[src/lgtr_ram.sv]
// Generic simple dual-port RAM with one write port and a registered read port.
// No dependencies.
module lgtr_ram #(
  parameter int WIDTH = 8,
  parameter int DEPTH = 16
) (
  input  logic                     clk,
  input  logic                     we,
  input  logic [$clog2(DEPTH)-1:0] waddr,
  input  logic [WIDTH-1:0]         wdata,
  input  logic                     re,
  input  logic [$clog2(DEPTH)-1:0] raddr,
  output logic [WIDTH-1:0]         rdata
);

  logic [WIDTH-1:0] mem [DEPTH];

  always_ff @(posedge clk) begin
    if (we) begin
      mem[waddr] <= wdata;
    end
    if (re) begin
      rdata <= mem[raddr];
    end
  end

endmodule

[config.mk]
export PLATFORM = sky130hd
export DESIGN_NAME = lgtr_ram
export DESIGN_NICKNAME = d
export VERILOG_FILES = /design/src/lgtr_ram.sv
export SDC_FILE = /design/constraint.sdc
export NUM_CORES = 1
export LEC_CHECK = 0
export BUFFER_PORTS_ARGS = -buffer_cell sky130_fd_sc_hd__buf_2
export CAP_MARGIN = 25
export CORE_ASPECT_RATIO = 0.7
export CORE_MARGIN = 2
export CORE_UTILIZATION = 45
export CTS_BUF_LIST = sky130_fd_sc_hd__clkbuf_16
export CTS_CLUSTER_DIAMETER = 150
export DETAILED_ROUTE_END_ITERATION = 12
export GPL_TIMING_DRIVEN = 0
export PLACE_DENSITY = 0.67
export SETUP_SLACK_MARGIN = 0.1
export SLEW_MARGIN = 20
export SYNTH_ARGS = -nofsm -noshare
export SYNTH_HDL_FRONTEND = slang
export SYNTH_SLANG_ARGS = --single-unit
[constraint.sdc]
create_clock -name clk -period 1.9 [get_ports clk]
set_input_delay 0.095 -clock clk [delete_from_list [all_inputs] [get_ports clk]]
set_output_delay 0.095 -clock clk [all_outputs]
set_load 0.01 [all_outputs]
==> out/results.ini <==
[run_status]
outcome=finished, final reports clean

[setup_path]
critical-path-top-delay-family=multiplexers
critPathKind=reg2reg
ff2ff_setup_slack_ns=0.38
cp-start-kind=flop
critical_path.startpoint=mem[4][2]
worst_flop_to_flop_path_endpoint=rdata[2]
critical-path-slowest-cell=mux4_1
largest_driver_fanout_on_the_critical_path=1
crit_path_cell_trace=mux4_1, a22oi_1, nand2_1
timing.critical_path.to=rdata[2]
worst-path-stages=3
critical_path_required_ns=2.07
timing.critical_path.buf_inv=0
crit_path_dat_ns=1.69
critPathCaptureType=flop
crit_path_max_incr_delay_ns=0.60
rr_worst_depth=3
rr_startpoint=mem[4][2]

[sta]
layout_min_cycle_time_ns=1.52
fin_skew_ns=0.00544
hold_viol_final=0
timing_worst_slew_pin_value_ns=0.859
normalized_max_slew_margin=0.425
whs_ns=0.0413
timing.final.max_slew_violations=0
clock.fmax_mhz=657
setup_viol=0
tns_ns=0
rsz_0062_raised_after_global_routing=false
period_utilisation_layout=0.801

[pwr]
cellLeakagePower_uw=0.00208
power_per_cell_area_mw_per_mm2=1190
peakVddDrop_v=0.000975

[final_layout]
final_area_mm2=0.00622
layout-area-overhead-vs-synth_pct=19.0
antenna_cells_inserted=0
fillers=849
nNetsFinal=292
final_layout_size_suffix_gt1_frac=0.304

[logic_synthesis]
syn_inst=229
syn-num-nets=248
synth-warning-count=0
yosysSeqAreaShare=0.781
ys_ff_latch=136
netlist-cell-type-count=18
syn-cell-area_mm2=0.00523
post_synthesis_mean_instance_area_um2=22.8

[clocking]
cts.hold.buffers_added=0
clk_latency_ns=0.42
post-cts-setup-buffers=0
tritoncts_clock_tree=done
htreeDepth=4
cts_repair_resize_count=0
cts.sinks=136
clkTransAtPathRegs_ns=0.06
cts_root_buffer=clkbuf_16
cts.path.max_buffers=2
cts_buffers=17

[route]
postRouteWirelength_um=10500
wire_per_inst_um=23.9
firstDrtPassIters=4
detailed_route_iter0_violations=352
drcViolationCount=0
num_vias=2426
antenna_violating_nets_post_route=0
drt-vias-per-instance=5.53

[floorplanning]
io_pins=27
row_count=32
fp.dieH_um=94.2
die_w_um=133
initial_utilization=0.468
area_enclosed_by_the_die_boundary_mm2=0.0125
core_mm2=0.0112

[grt]
grt_pass1_vias=2384
largest_net_degree_at_the_start_of_global_routing=17
globalRoute.totalOverflow=0
grt_usage=0.185
antenna_found_initial=0
grt_first_pass_wirelength_um=15500

[min_path]
hold_path_class=in2reg

[job]
drv_cap=0

[placed_design]
place.gp.congestion=0.712
place.port_buffers=25
detailed_place.area_mm2=0.00556
dp_hpwl_um=6710

Yosys cell counts:
cell             count  area [µm²]
mux4_2              18         405
a22oi_1             16         120
nor2b_1              1        6.26
nor2_1              13        48.8
edfxtp_1           136        4080
clkdlybuf4s25_2      3        30.0
and2_1               1        6.26
nand3_1              1        5.00
buf_2                3        15.0
nand3b_1             2        15.0
mux4_1              14         368
nand2b_1             2        12.5
buf_6                3        33.8
or3b_2               1        8.76
nor3_1               4        20.0
nand2_1              9        33.8
buf_4                1        7.51
and2b_1              1        7.51
layout make-up:
class	instances	area, µm²	share of cell area
Sequential cell	136	4080	0.656
Multi-Input combinational cell	83	1080	0.173
Timing Repair Buffer	25	125	0.0201
Buffer	10	86.3	0.0139
Clock inverter	15	231	0.0372
Tap cell	153	191	0.0308
Clock buffer	17	425	0.0684
worst min-delay path by stage:
stage	startpoint	endpoint	slack (ns)	depth (start not counted)
6_report	re	rdata[6]	0.04	1
5_1_grt	re	rdata[6]	0.04	1
4_1_cts	re	rdata[6]	0.03	1
3_5_place_dp	re	rdata[1]	0.47	1
3_3_place_gp	re	rdata[3]	0.45	1
2_1_floorplan	wdata[0]	mem[0][0]	0.19	0
cells in the final DEF (no fill, tap or decap), types with 3 or more instances in the layout:
cell type and instances:
a22oi_1 16, buf_2 28, buf_6 3, bufinv_16 6
clkbuf_16 17, clkdlybuf4s25_2 3, clkinv_1 3, clkinv_2 3
edfxtp_1 136, mux4_1 14, mux4_2 18, nand2_1 9
nor2_1 13, nor3_2 4
cell families (layout without fill, tap and decap cells):
kind of cell    count (synthesis)  in the layout  synth area share
compound gates                 16             16            0.0230
buf+inv                        10             67            0.0165
flops                         136            136             0.781
mux                            32             32             0.148
simple gates                   35             35            0.0314
sequential cells by signal, indices dropped and copies added (netlist names):
| signal | count |
|---|---|
| mem | 128 |
| rdata | 8 |
power breakdown:
group	switching [µW]	internal (µW)	total (µW)
sequential	14.9	3380	3400
combinational	202	131	333
clock	1220	2440	3660
routing by layer:
layer | vias to the layer above | share of wire | GRT usage
li1 | 1078 | - | -
met1 | 1264 | 0.50 | 0.281
met2 | 66 | 0.43 | 0.242
met3 | 18 | 0.056 | 0.0566
met4 | 0 | 0.018 | 0.0869
met5 | - | 0 | 0
metrics by stage:
stage          total power, µW  cells  worst slack (ns)   util
5_1_grt                   7570    439             0.334  0.557
4_1_cts                   7420    439             0.376  0.557
3_3_place_gp              3780    407            -0.235  0.496
6_report                  7390    439             0.378  0.557
3_5_place_dp              3790    407            0.0836  0.498
2_1_floorplan             3630    229             0.312      -
Power figures use the tool's default switching activity.
